$ cat config.mk
export PLATFORM = sky130hd
export DESIGN_NAME = text_cursor_layout_engine_top
export DESIGN_NICKNAME = d
export VERILOG_FILES = /design/src/sv/tcle_pkg.sv /design/src/sv/tcle_core.sv /design/src/sv/tcle_rfifo.sv /design/src/sv/text_cursor_layout_engine_top.sv
export SDC_FILE = /design/constraint.sdc
export NUM_CORES = 1
export LEC_CHECK = 0
export BUFFER_PORTS_ARGS = -buffer_cell sky130_fd_sc_hd__buf_2
export CAP_MARGIN = 10
export CORE_MARGIN = 2
export CORE_UTILIZATION = 60
export DETAILED_ROUTE_END_ITERATION = 7
export GPL_ROUTABILITY_DRIVEN = 0
export GPL_TIMING_DRIVEN = 0
export PLACE_DENSITY = 0.79
export SLEW_MARGIN = 20
export SYNTH_ARGS = -nofsm -noshare
export SYNTH_HDL_FRONTEND = slang
export SYNTH_SLANG_ARGS = --single-unit
$ cat constraint.sdc
create_clock -name clk -period 14.6 [get_ports clk]
set_clock_uncertainty 0.2 [all_clocks]
set_input_delay 4.38 -clock clk [delete_from_list [all_inputs] [get_ports clk]]
set_output_delay 4.38 -clock clk [all_outputs]
set_load 0.03 [all_outputs]
$ cat src/sv/tcle_pkg.sv
// Package for the text cursor layout engine.
// Holds field widths, layout constants, command and register codes and the result types.
// No dependencies.
`default_nettype none

package tcle_pkg;

  localparam int LINE_PIXELS  = 800;
  localparam int LAST_ROW     = 29;
  localparam int NARROW_WIDTH = 8;

  localparam int PX_W      = 10;
  localparam int GH_W      = 5;
  localparam int LIM_W     = 11;
  localparam int CFG_IDX_W = 2;
  localparam int RES_DEPTH = 4;

  localparam logic [1:0] KIND_NARROW = 2'd0;
  localparam logic [1:0] KIND_WIDE   = 2'd1;
  localparam logic [1:0] KIND_CLEAR  = 2'd2;

  localparam logic [CFG_IDX_W-1:0] CFG_GLYPH_HEIGHT = 2'd0;
  localparam logic [CFG_IDX_W-1:0] CFG_WIDE_WIDTH   = 2'd1;

  localparam logic [7:0] BYTE_SPACE    = 8'h20;
  localparam logic [7:0] BYTE_TILDE    = 8'h7e;
  localparam logic [7:0] BYTE_NEWLINE  = 8'h0a;
  localparam logic [7:0] BYTE_WIDE_MIN = 8'ha1;

  typedef struct packed {
    logic [1:0]      kind;
    logic [15:0]     code;
    logic [PX_W-1:0] row;
    logic [PX_W-1:0] col;
    logic            last;
  } result_t;

  typedef struct packed {
    logic [1:0] count;
    result_t    first;
    result_t    second;
  } push_t;

endpackage

`default_nettype wire

$ cat src/sv/tcle_core.sv
// Cursor, lead byte and stop state with the per-byte layout decision.
// Produces up to two results per accepted transaction; uses tcle_pkg.
`default_nettype none

module tcle_core import tcle_pkg::*; (
  input  wire logic                 clk,
  input  wire logic                 rst_n,
  input  wire logic                 take,
  input  wire logic                 op,
  input  wire logic [7:0]           text_byte,
  input  wire logic                 string_start,
  input  wire logic [4:0]           row_number,
  input  wire logic [6:0]           column_number,
  input  wire logic                 cfg_we,
  input  wire logic [CFG_IDX_W-1:0] cfg_index,
  input  wire logic [GH_W-1:0]      cfg_wdata,
  output push_t                     push
);

  localparam logic [PX_W-1:0] AT_END = PX_W'(LINE_PIXELS - NARROW_WIDTH);

  logic [GH_W-1:0]  gh_r, ww_r;
  logic [LIM_W-1:0] lim_r;
  logic [PX_W-1:0]  line_r, line_nxt, along_r, along_nxt;
  logic [7:0]       lead_r, lead_nxt;
  logic             pend_r, pend_nxt, stopped_r, stopped_nxt;

  logic             pend_e, stop_e, emit, nl, pre_clr, post_clr;
  logic [1:0]       gl_kind;
  logic [15:0]      gl_code;
  logic [GH_W-1:0]  step;
  logic [PX_W-1:0]  line1, along1;
  logic [PX_W:0]    sum;
  result_t          glyph_res, clear_res;

  always_comb begin
    line_nxt    = line_r;
    along_nxt   = along_r;
    lead_nxt    = lead_r;
    pend_nxt    = pend_r;
    stopped_nxt = stopped_r;
    pend_e      = pend_r & ~string_start;
    stop_e      = stopped_r & ~string_start;
    emit        = 1'b0;
    nl          = 1'b0;
    pre_clr     = 1'b0;
    post_clr    = 1'b0;
    gl_kind     = KIND_NARROW;
    gl_code     = '0;
    step        = GH_W'(NARROW_WIDTH);
    line1       = line_r;
    along1      = along_r;
    sum         = '0;
    if (op) begin
      line_nxt  = {1'b0, row_number, 4'b0000};
      along_nxt = {column_number, 3'b000};
      pend_nxt  = 1'b0;
    end else begin
      pend_nxt    = pend_e;
      stopped_nxt = stop_e;
      if (!stop_e) begin
        if (pend_e) begin
          pend_nxt = 1'b0;
          if (text_byte >= BYTE_WIDE_MIN) begin
            emit    = 1'b1;
            gl_kind = KIND_WIDE;
            gl_code = {text_byte, lead_r};
            step    = ww_r;
            if (along_r == AT_END) begin
              along1  = '0;
              pre_clr = (LIM_W'(line_r) == lim_r);
              line1   = pre_clr ? '0 : line_r + PX_W'(gh_r);
            end
          end else begin
            stopped_nxt = 1'b1;
          end
        end else if (text_byte >= BYTE_SPACE && text_byte <= BYTE_TILDE) begin
          emit    = 1'b1;
          gl_kind = KIND_NARROW;
          gl_code = {8'h00, text_byte - BYTE_SPACE};
        end else if (text_byte == BYTE_NEWLINE) begin
          nl          = 1'b1;
          stopped_nxt = 1'b1;
        end else if (text_byte >= BYTE_WIDE_MIN) begin
          lead_nxt = text_byte;
          pend_nxt = 1'b1;
        end else begin
          stopped_nxt = 1'b1;
        end
      end
      if (emit) begin
        sum = {1'b0, along1} + (PX_W + 1)'(step);
        if (sum >= (PX_W + 1)'(LINE_PIXELS)) begin
          along_nxt = '0;
          post_clr  = (LIM_W'(line1) == lim_r);
          line_nxt  = post_clr ? '0 : line1 + PX_W'(gh_r);
        end else begin
          along_nxt = sum[PX_W-1:0];
          line_nxt  = line1;
        end
      end
      if (nl) begin
        along_nxt = '0;
        post_clr  = (LIM_W'(line_r) == lim_r);
        line_nxt  = post_clr ? '0 : line_r + PX_W'(gh_r);
      end
    end
  end

  always_comb begin
    glyph_res      = '{kind: gl_kind, code: gl_code, row: line1, col: along1, last: 1'b0};
    clear_res      = '{kind: KIND_CLEAR, code: '0, row: '0, col: '0, last: 1'b0};
    push.count     = 2'd0;
    push.first     = clear_res;
    push.second    = clear_res;
    if (emit) begin
      if (pre_clr) begin
        push.count  = 2'd2;
        push.first  = clear_res;
        push.second = glyph_res;
      end else begin
        push.first  = glyph_res;
        push.count  = post_clr ? 2'd2 : 2'd1;
      end
    end else if (post_clr) begin
      push.count = 2'd1;
    end
    if (push.count == 2'd2) begin
      push.second.last = 1'b1;
    end else begin
      push.first.last = 1'b1;
    end
  end

  always_ff @(posedge clk) begin
    if (!rst_n) begin
      gh_r      <= GH_W'(16);
      ww_r      <= GH_W'(16);
      lim_r     <= LIM_W'(LAST_ROW * 16);
      line_r    <= '0;
      along_r   <= '0;
      lead_r    <= '0;
      pend_r    <= 1'b0;
      stopped_r <= 1'b0;
    end else begin
      if (take) begin
        line_r    <= line_nxt;
        along_r   <= along_nxt;
        lead_r    <= lead_nxt;
        pend_r    <= pend_nxt;
        stopped_r <= stopped_nxt;
      end
      if (cfg_we) begin
        case (cfg_index)
          CFG_GLYPH_HEIGHT: begin
            gh_r  <= cfg_wdata;
            lim_r <= LIM_W'(LAST_ROW) * LIM_W'(cfg_wdata);
          end
          CFG_WIDE_WIDTH: begin
            ww_r <= cfg_wdata;
          end
          default: begin
          end
        endcase
      end
    end
  end

  // A wrap before a wide glyph leaves the cursor at the line start, so the
  // advance after it can never wrap again.
  a_one_clear: assert property (@(posedge clk) disable iff (!rst_n)
    take |-> !(pre_clr && post_clr))
    else $error("two clear-screen results for one transaction");

  a_stopped_hold: assert property (@(posedge clk) disable iff (!rst_n)
    (take && !op && stopped_r && !string_start && !cfg_we)
      |=> ($stable(line_r) && $stable(along_r) && stopped_r))
    else $error("stopped string changed the cursor");

endmodule

`default_nettype wire

$ cat src/sv/tcle_rfifo.sv
// Result queue: takes up to two results per cycle, hands out one per cycle while out_ready is high.
// Uses the result types of tcle_pkg.
`default_nettype none

module tcle_rfifo import tcle_pkg::*; #(
  parameter int DEPTH = RES_DEPTH
) (
  input  wire logic  clk,
  input  wire logic  rst_n,
  input  wire logic  push_en,
  input  wire push_t push,
  output logic       room,
  output logic       out_valid,
  input  wire logic  out_ready,
  output result_t    head
);

  localparam int AW = (DEPTH > 1) ? $clog2(DEPTH) : 1;
  localparam int CW = $clog2(DEPTH + 1);

  result_t         mem_r [DEPTH];
  logic [AW-1:0]   wr_ptr_r, wr_ptr_nxt, rd_ptr_r, rd_ptr_nxt, wr1, wr2;
  logic [CW-1:0]   count_r, count_nxt;
  logic [1:0]      n_push;
  logic            pop;

  function automatic logic [AW-1:0] next_ptr(input logic [AW-1:0] p);
    return (p == AW'(DEPTH - 1)) ? '0 : p + 1'b1;
  endfunction

  always_comb begin
    n_push     = push_en ? push.count : 2'd0;
    pop        = out_valid & out_ready;
    wr1        = next_ptr(wr_ptr_r);
    wr2        = next_ptr(wr1);
    wr_ptr_nxt = (n_push == 2'd2) ? wr2 : ((n_push == 2'd1) ? wr1 : wr_ptr_r);
    rd_ptr_nxt = pop ? next_ptr(rd_ptr_r) : rd_ptr_r;
    count_nxt  = count_r + CW'(n_push) - CW'(pop);
  end

  assign room      = (count_r <= CW'(DEPTH - 2));
  assign out_valid = (count_r != '0);
  assign head      = mem_r[rd_ptr_r];

  always_ff @(posedge clk) begin
    if (n_push != 2'd0) begin
      mem_r[wr_ptr_r] <= push.first;
    end
    if (n_push == 2'd2) begin
      mem_r[wr1] <= push.second;
    end
  end

  always_ff @(posedge clk) begin
    if (!rst_n) begin
      wr_ptr_r <= '0;
      rd_ptr_r <= '0;
      count_r  <= '0;
    end else begin
      wr_ptr_r <= wr_ptr_nxt;
      rd_ptr_r <= rd_ptr_nxt;
      count_r  <= count_nxt;
    end
  end

  a_no_overflow: assert property (@(posedge clk) disable iff (!rst_n)
    count_r <= CW'(DEPTH))
    else $error("result queue overflow");

  a_empty_idle: assert property (@(posedge clk) disable iff (!rst_n)
    (count_r == '0 && n_push == 2'd0) |=> !out_valid)
    else $error("result appeared without a push");

endmodule

`default_nettype wire

$ cat src/sv/text_cursor_layout_engine_top.sv
// Top level of the text cursor layout engine: layout core and result queue.
// Depends on tcle_pkg, tcle_core and tcle_rfifo.
//
// One input transaction is taken every clock cycle while the result queue
// has room. The layout core decides each byte in the cycle it is accepted
// and writes zero, one or two results (glyph draw and clear screen) into a
// small result queue, which hands out one result per cycle while the output
// is ready. The first result of a byte is offered on the output in the cycle
// after the byte is accepted when the queue is empty. The two results of a
// byte leave in turn; the input stays ready as long as the queue has room for
// two results, so with the default depth of four and a ready output a steady
// stream of one-result bytes runs at one transaction per cycle in both directions.
// Configuration writes are always ready and take effect on the next byte.
`default_nettype none

module text_cursor_layout_engine_top import tcle_pkg::*; #(
  parameter int RES_Q_DEPTH = RES_DEPTH
) (
  input  wire logic                 clk,
  input  wire logic                 rst_n,
  input  wire logic                 in_valid,
  output logic                      in_ready,
  input  wire logic                 in_op,
  input  wire logic [7:0]           in_text_byte,
  input  wire logic                 in_string_start,
  input  wire logic [4:0]           in_row_number,
  input  wire logic [6:0]           in_column_number,
  output logic                      out_valid,
  input  wire logic                 out_ready,
  output logic [1:0]                out_command_kind,
  output logic [15:0]               out_glyph_code,
  output logic [PX_W-1:0]           out_pixel_row,
  output logic [PX_W-1:0]           out_pixel_column,
  output logic                      out_last_result,
  input  wire logic                 cfg_valid,
  output logic                      cfg_ready,
  input  wire logic [CFG_IDX_W-1:0] cfg_index,
  input  wire logic [GH_W-1:0]      cfg_wdata
);

  logic    take, room;
  push_t   push;
  result_t head;

  assign cfg_ready = 1'b1;
  assign in_ready  = room;
  assign take      = in_valid & room;

  tcle_core u_core (
    .clk          (clk),
    .rst_n        (rst_n),
    .take         (take),
    .op           (in_op),
    .text_byte    (in_text_byte),
    .string_start (in_string_start),
    .row_number   (in_row_number),
    .column_number(in_column_number),
    .cfg_we       (cfg_valid),
    .cfg_index    (cfg_index),
    .cfg_wdata    (cfg_wdata),
    .push         (push)
  );

  tcle_rfifo #(
    .DEPTH(RES_Q_DEPTH)
  ) u_rfifo (
    .clk      (clk),
    .rst_n    (rst_n),
    .push_en  (take),
    .push     (push),
    .room     (room),
    .out_valid(out_valid),
    .out_ready(out_ready),
    .head     (head)
  );

  assign out_command_kind = head.kind;
  assign out_glyph_code   = head.code;
  assign out_pixel_row    = head.row;
  assign out_pixel_column = head.col;
  assign out_last_result  = head.last;

endmodule

`default_nettype wire
==> results of run 1 <==
## how the worst max path moves through the flow
stage | end
after floorplan | u_rfifo.mem_r[1][0]$_DFFE_PP_
after global placement | u_rfifo.mem_r[3][13]$_DFFE_PP_
after detailed placement | u_rfifo.mem_r[1][20]$_DFFE_PP_
after CTS | u_rfifo.mem_r[0][30]$_DFFE_PP_
after global routing | u_rfifo.mem_r[1][20]$_DFFE_PP_
final | u_rfifo.mem_r[3][26]$_DFFE_PP_
## cell usage after synthesis, types with 4 or more instances
cell / instances
xnor2_1: 23
nor3_1: 45
nand3_1: 18
or4_1: 4
a31oi_1: 5
clkbuf_1: 49
o21bai_1: 5
nand2b_1: 7
o31ai_1: 4
nor2b_1: 31
fa_1: 9
buf_1: 5
or2_2: 7
mux2_2: 6
a211oi_1: 11
mux4_2: 39
inv_1: 43
a21o_1: 16
nand3b_1: 4
o21a_1: 5
nand4_1: 4
ha_1: 50
nand2_1: 67
mux2i_1: 20
edfxtp_1: 156
xor2_1: 14
a221oi_1: 7
a22oi_1: 4
dfxtp_1: 57
a21oi_1: 68
and3_1: 6
nor2_1: 174
and2_1: 10
o211ai_1: 9
a211o_1: 4
o21ai_0: 32
## stage by stage
stage | util | total power, W | area, um2 | cells | hold slack (ns)
5_1_grt | 0.6959 | 0.001749 | 13450 | 1463 | 0.3018
2_1_floorplan | - | 0.001017 | 11760 | 1078 | 0.2360
3_3_place_gp | 0.6441 | 0.001124 | 12450 | 1415 | 0.2497
6_report | 0.6959 | 0.001688 | 13450 | 1463 | 0.2844
4_1_cts | 0.6959 | 0.001687 | 13450 | 1463 | 0.2877
3_5_place_dp | 0.6590 | 0.001134 | 12740 | 1424 | 0.2706
## power breakdown
part,total (W),switching (W),internal (W)
Combinational,0.000440,0.000276,0.000164
Clock,0.000560,0.000236,0.000324
Sequential,0.000687,0.0000192,0.000668
Total,0.00169,0.000532,0.00116
## registers in the layout, summed over array words and instances, names as in the netlist, 3 cells and up, named ones only
signal	flops
u_core.ww_r	5
u_core.along_r	10
u_core.lead_r	8
u_rfifo.mem_r	156
u_rfifo.count_r	3
u_core.gh_r	5
u_core.line_r	10
u_core.lim_r	8
## tightest hold or removal path, cell delays in order (launching register included)
cell and delay [ns]:
dfxtp_1 0.32, a21oi_1 0.06, nor2_1 0.07
## routing by layer
| metal | vias up | track usage | part of all wire |
|---|---|---|---|
| met5 | - | 0 | 0 |
| met4 | 0 | 0.1115 | 0.041 |
| met3 | 105 | 0.04470 | 0.094 |
| met2 | 530 | 0.4942 | 0.48 |
| met1 | 4321 | 0.3931 | 0.39 |
| li1 | 4145 | - | - |
## cell type report
type / instances / area, um2
clock inverter: 13 / 125.1
fill: 1424 / 5881
clock buffer: 26 / 586.8
buffer: 61 / 255.2
tap: 265 / 331.6
sequential: 213 / 5826
multi-input combinational: 761 / 5580
inverter: 43 / 161.4
timing repair buffer: 81 / 588.1
## cell usage in the layout (no fill, tap or decap), types with 6 or more instances in the layout
| master | count |
|---|---|
| xor2_1 | 14 |
| edfxtp_1 | 156 |
| nor2b_1 | 31 |
| nor2_1 | 174 |
| buf_16 | 8 |
| mux4_2 | 39 |
| clkbuf_1 | 52 |
| mux2_2 | 6 |
| buf_2 | 75 |
| a221oi_1 | 7 |
| inv_1 | 43 |
| dfxtp_1 | 57 |
| xnor2_1 | 23 |
| and2_1 | 10 |
| nand3_1 | 18 |
| o21ai_0 | 28 |
| a21oi_1 | 68 |
| or2_2 | 7 |
| a211oi_1 | 11 |
| o211ai_1 | 9 |
| and3_1 | 6 |
| nor3_1 | 44 |
| mux2i_1 | 20 |
| fa_1 | 9 |
| ha_1 | 50 |
| clkbuf_16 | 23 |
| nand2b_1 | 7 |
| a21o_1 | 16 |
| nand2_1 | 67 |
## cells by family after synthesis
family,share of synthesized area
simple gates,0.1585
flops,0.4953
compound gates,0.1169
buf+inv,0.03542
mux,0.09745
fa+ha+maj,0.06851
xor+xnor,0.02755
other cells,0.0003188
==> flow_summary.toml, run 1 <==
[status]
status = "completed"

[synth]
synth_top_area_frac = 0.3983
syn_nets = 1171
ys_seq_area_frac = 0.4953
ys_ff_latch = 213
netlist_area_um2 = 11760
async_flop_share = 0
yosysWarnings = 0
synthCells = 1078
syn_avg_cell_area_um2 = 10.91
synth_edf_count = 156
yosys.area.top_type = "edfxtp_1"
ys_top_cells_by_area = "edfxtp_1 40%, dfxtp_1 9.7%, mux4_2 7.5%"
synthFlopType = "edfxtp_1"
synth_cell_types = 74

[drt]
drt.antenna.violating_nets = 0
drt-pass1-iter-count = 6
drtIter0Drc = 1047
wire_per_inst_um = 20.55
routed_wl_um = 30070
dr_total_vias = 9101
vias_per_cell = 6.221
drcViolationCount = 0

[critical_path]
crit_cells = 19
r2r_end = "u_rfifo.mem_r[3][26]$_DFFE_PP_"
r2r_cells = 18
reg2reg_from = "u_core.line_r[2]$_SDFFE_PN0P_"
critPathRequiredTime_ns = 14.63
critical_path.slowest_cell = "a21oi_1"
path_max_fanout = 10
crit_arrival_ns = 10.31
crit_type = "input port to flip-flop"
cp_num_buf_inv = 5
cp-start-kind = "input port"
max_stage_delay_ns = 0.84
crit_family = "compound AO/OA/AOI/OAI gates"
path_cells = "buf_2 > nor3_1 > a2111o_1 > buf_6 > or2_1 > buf_6 > clkbuf_1 > mux2_2 > ha_1 > a2111o_1 > a2111oi_4 > nand4_4 > o32ai_4 > or2_2 > ha_1 > nand2_1 > a21oi_1 > clkbuf_1 > nor2_1"
startpoint = "in_text_byte[1]"
worstSetupEndpointType = "flip-flop"
r2r_slack_ns = 7.69

[clocking]
numCtsBuffers = 23
cts_hold_buf = 0
ctsResizeCount = 0
clk_pin_slew_worst_paths_ns = 0.06
root_buffer = "clkbuf_16"
clock_sinks = 213
cts_setup_buffers = 0
h-tree-depth = 1
tritoncts = "yes"
clkLatencyLatePin_ns = 0.51
cts_buffer_depth = 3

[timing]
fin_crit_sh = 0.7035
fin_crit_ns = 10.27
worst_slew_pin_slew_ns = 0.9949
rsz0062_at_grt = "false"
fmax_mhz = 97.36
maxSlewViolCount = 0
setup_slack_ns = 4.328
finalHoldViolCount = 0
setup-violations-final = 0
relSlewSlack = 0.3367
setup_tns_ns = 0

[floorplan]
core_area_um2 = 19330
die_area_um2 = 20740
start_util = 0.6083
die_h_um = 144.0
rows = 51
die_x_um = 144.0
io_pins = 76

[placed_design]
post-place-ws_ns = 3.922
portBuffers = 72
dp_hpwl_um = 21400

[global_route]
track_usage = 0.2953
grt_overflow = 0
antenna_found_initial = 0
grt_max_degree = 21
first_global_vias = 8719
grt_pass1_wl_um = 46910

[power_and_ir_drop]
irDropWorstVdd_mv = 0.07729
power_density_nw_per_um2 = 125.5
p_leak_nw = 4.929

[worst_hold_path]
min_to = "u_core.ww_r[0]$_SDFFE_PN0P_"
whs_path_depth = 2
hold_class = "flip-flop to flip-flop"
worstHoldStart = "u_core.ww_r[0]$_SDFFE_PN0P_"

[finish]
n_antenna_cell = 0
nNetsFinal = 1277
syn2layout_area_growth_pct = 14.39
drive_gt1_frac = 0.1586

[job]
maxCapViolations = 0
(Power assumes the default switching activity.)
==> run 2: changes to the inputs <==
- CORE_UTILIZATION: 60 -> 55
- PLACE_DENSITY: 0.79 -> 0.76
- clock period: 14.6 -> 8.5 ns (I/O delays scaled with it)
==> run 2 against run 1 <==
Effect of this change: first-iteration DRC count decreased by 20%; clock power increased by 77%; hold slack got worse by 0.012 ns; critical path depth unchanged; sequential share of layout area decreased by 0.17 points; final cell count increased by 0.82%; cell area increased by 0.40%; via count decreased by 0.45%; critical path type unchanged.
==> flow_summary.toml, run 2 (synthesis gave the netlist of run 1 again) <==
[clocking]
cts_setup_buffers = 0
root_buffer = "clkbuf_16"
clock_sinks = 213
cts_buffer_depth = 3
clkLatencyLatePin_ns = 0.52
h-tree-depth = 1
tritoncts = "yes"
clk_pin_slew_worst_paths_ns = 0.06
numCtsBuffers = 23
cts_hold_buf = 0

[timing]
hold_slack_ns = 0.2726
finalHoldViolCount = 0
fin_crit_ns = 8.170
setup-violations-final = 0
fmax_mhz = 122.4
rsz0062_at_grt = "false"
relSlewSlack = 0.3591
maxSlewViolCount = 0
worst_slew_pin_slew_ns = 0.9613
fin_crit_sh = 0.9612

[floorplan]
die_x_um = 150.2
die_area_um2 = 22570
core_area_um2 = 21020
rows = 53
start_util = 0.5595
io_pins = 76
die_h_um = 150.2

[placed_design]
dp_hpwl_um = 21910
portBuffers = 72

[finish]
most-common-layout-cells = "174 x nor2_1, 156 x edfxtp_1, 75 x buf_2, 67 x nand2_1, 64 x a21oi_1"
regMostFlops = "u_rfifo.mem_r"
final_common_cell = "nor2_1"
reg.largest.list = "u_rfifo.mem_r (156), u_core.along_r (10), u_core.line_r (10)"
largest_reg_flops = 156
nNetsFinal = 1276
n_antenna_cell = 0
syn2layout_area_growth_pct = 14.85
drive_gt1_frac = 0.1633

[status]
status = "completed"

[critical_path]
startpoint = "in_text_byte[1]"
reg2reg_from = "u_core.gh_r[1]$_SDFFE_PN0P_"
path_max_fanout = 10
crit_type = "input port to flip-flop"
cp-start-kind = "input port"
worstSetupEndpointType = "flip-flop"
critPathRequiredTime_ns = 8.53
crit_arrival_ns = 8.20

[power_and_ir_drop]
p_leak_nw = 4.956
irDropWorstVdd_mv = 0.09824
total_power_w = 0.002930
power_density_nw_per_um2 = 216.9

[worst_hold_path]
worstHoldStart = "u_core.lead_r[7]$_SDFFE_PN0P_"
hold_class = "flip-flop to flip-flop"

[drt]
drt-pass1-iter-count = 5
drtIter0Drc = 837
dr_total_vias = 9060
drt.antenna.violating_nets = 0
drcViolationCount = 0
vias_per_cell = 6.142
wire_per_inst_um = 20.90
routed_wl_um = 30830

[global_route]
grt_overflow = 0
antenna_found_initial = 0
track_usage = 0.2776
grt_pass1_wl_um = 48160
grt_max_degree = 21
first_global_vias = 8857

[job]
maxCapViolations = 0
run 2: cell count changes in the layout (fill, tap and decap cells not counted):
cell | before | now
a21oi_1 | 68 | 64
a21oi_2 | 0 | 1
a21oi_4 | 0 | 3
buf_16 | 8 | 7
bufinv_16 | 2 | 3
clkbuf_2 | 0 | 5
clkinvlp_4 | 3 | 1
inv_6 | 2 | 1
run 2: per-layer routing:
layer | vias up | track usage | wire length (um)
li1 | 4154 | - | -
met3 | 94 | 0.03939 | 2453
met1 | 4336 | 0.3608 | 12190
met2 | 476 | 0.4747 | 15050
met4 | 0 | 0.1047 | 1133
met5 | - | 0 | 0
run 2: report_power, final:
group / total (W) / leakage (nW) / internal (W) / switching [W]
combinational: 0.000758 / 2.66 / 0.000282 / 0.000476
clock: 0.000991 / 0.354 / 0.000591 / 0.000400
sequential: 0.00118 / 1.94 / 0.00115 / 0.0000333
total: 0.00293 / 4.96 / 0.00202 / 0.000909
run 2: final cells by class:
class,instances,area (um2)
Buffer,61,261.5
Inverter,43,161.4
Multi-Input combinational cell,761,5618
Tap cell,275,344.1
Sequential cell,213,5826
Clock inverter,11,131.4
Fill cell,1609,7513
Timing Repair Buffer,80,560.5
Clock buffer,31,605.6
run 2: what timing repair did:
| item | CTS | global route |
|---|---|---|
| resized for setup | 0 | 17 |
| endpoints found under the setup margin | 0 | 120 |
| hold endpoints to repair | 0 | 0 |
run 2: per-stage QoR:
step | TNS [ns] | std cells | setup WS [ns] | instance area, um2 | utilization
6_report | 0 | 1475 | 0.3300 | 13510 | 0.6426
5_1_grt | 0 | 1475 | 0.02896 | 13510 | 0.6426
4_1_cts | 0 | 1475 | 0.01735 | 13460 | 0.6405
3_5_place_dp | -43.12 | 1433 | -0.4391 | 12730 | 0.6054
3_3_place_gp | -747.73 | 1425 | -4.244 | 12470 | 0.5930
2_1_floorplan | -141.61 | 1078 | -0.9131 | 11760 | -
run 2: path summary, 6_finish.rpt:
path,endpoint,slack (ns),cells past startpoint
setup / recovery,u_rfifo.mem_r[0][22]$_DFFE_PP_,0.33,19
hold / removal,u_core.lead_r[7]$_SDFFE_PN0P_,0.27,2
setup reg to reg,u_rfifo.mem_r[0][22]$_DFFE_PP_,2.03,19
hold reg to reg,u_core.lead_r[7]$_SDFFE_PN0P_,0.27,2
run 2: critical path, cell delays in order:
cell and delay, ns:
buf_2 0.16, nor3_1 0.46, a2111o_1 0.24, buf_6 0.17, or2_1 0.13, buf_6 0.13
clkbuf_1 0.48, mux2_2 0.43, ha_1 0.32, a2111o_1 0.40, a2111oi_4 0.44, nand4_4 0.21
o32ai_4 0.31, and2_1 0.21, ha_1 0.26, nand2_1 0.27, a21oi_4 0.42, clkbuf_1 0.46
nor3_1 0.12
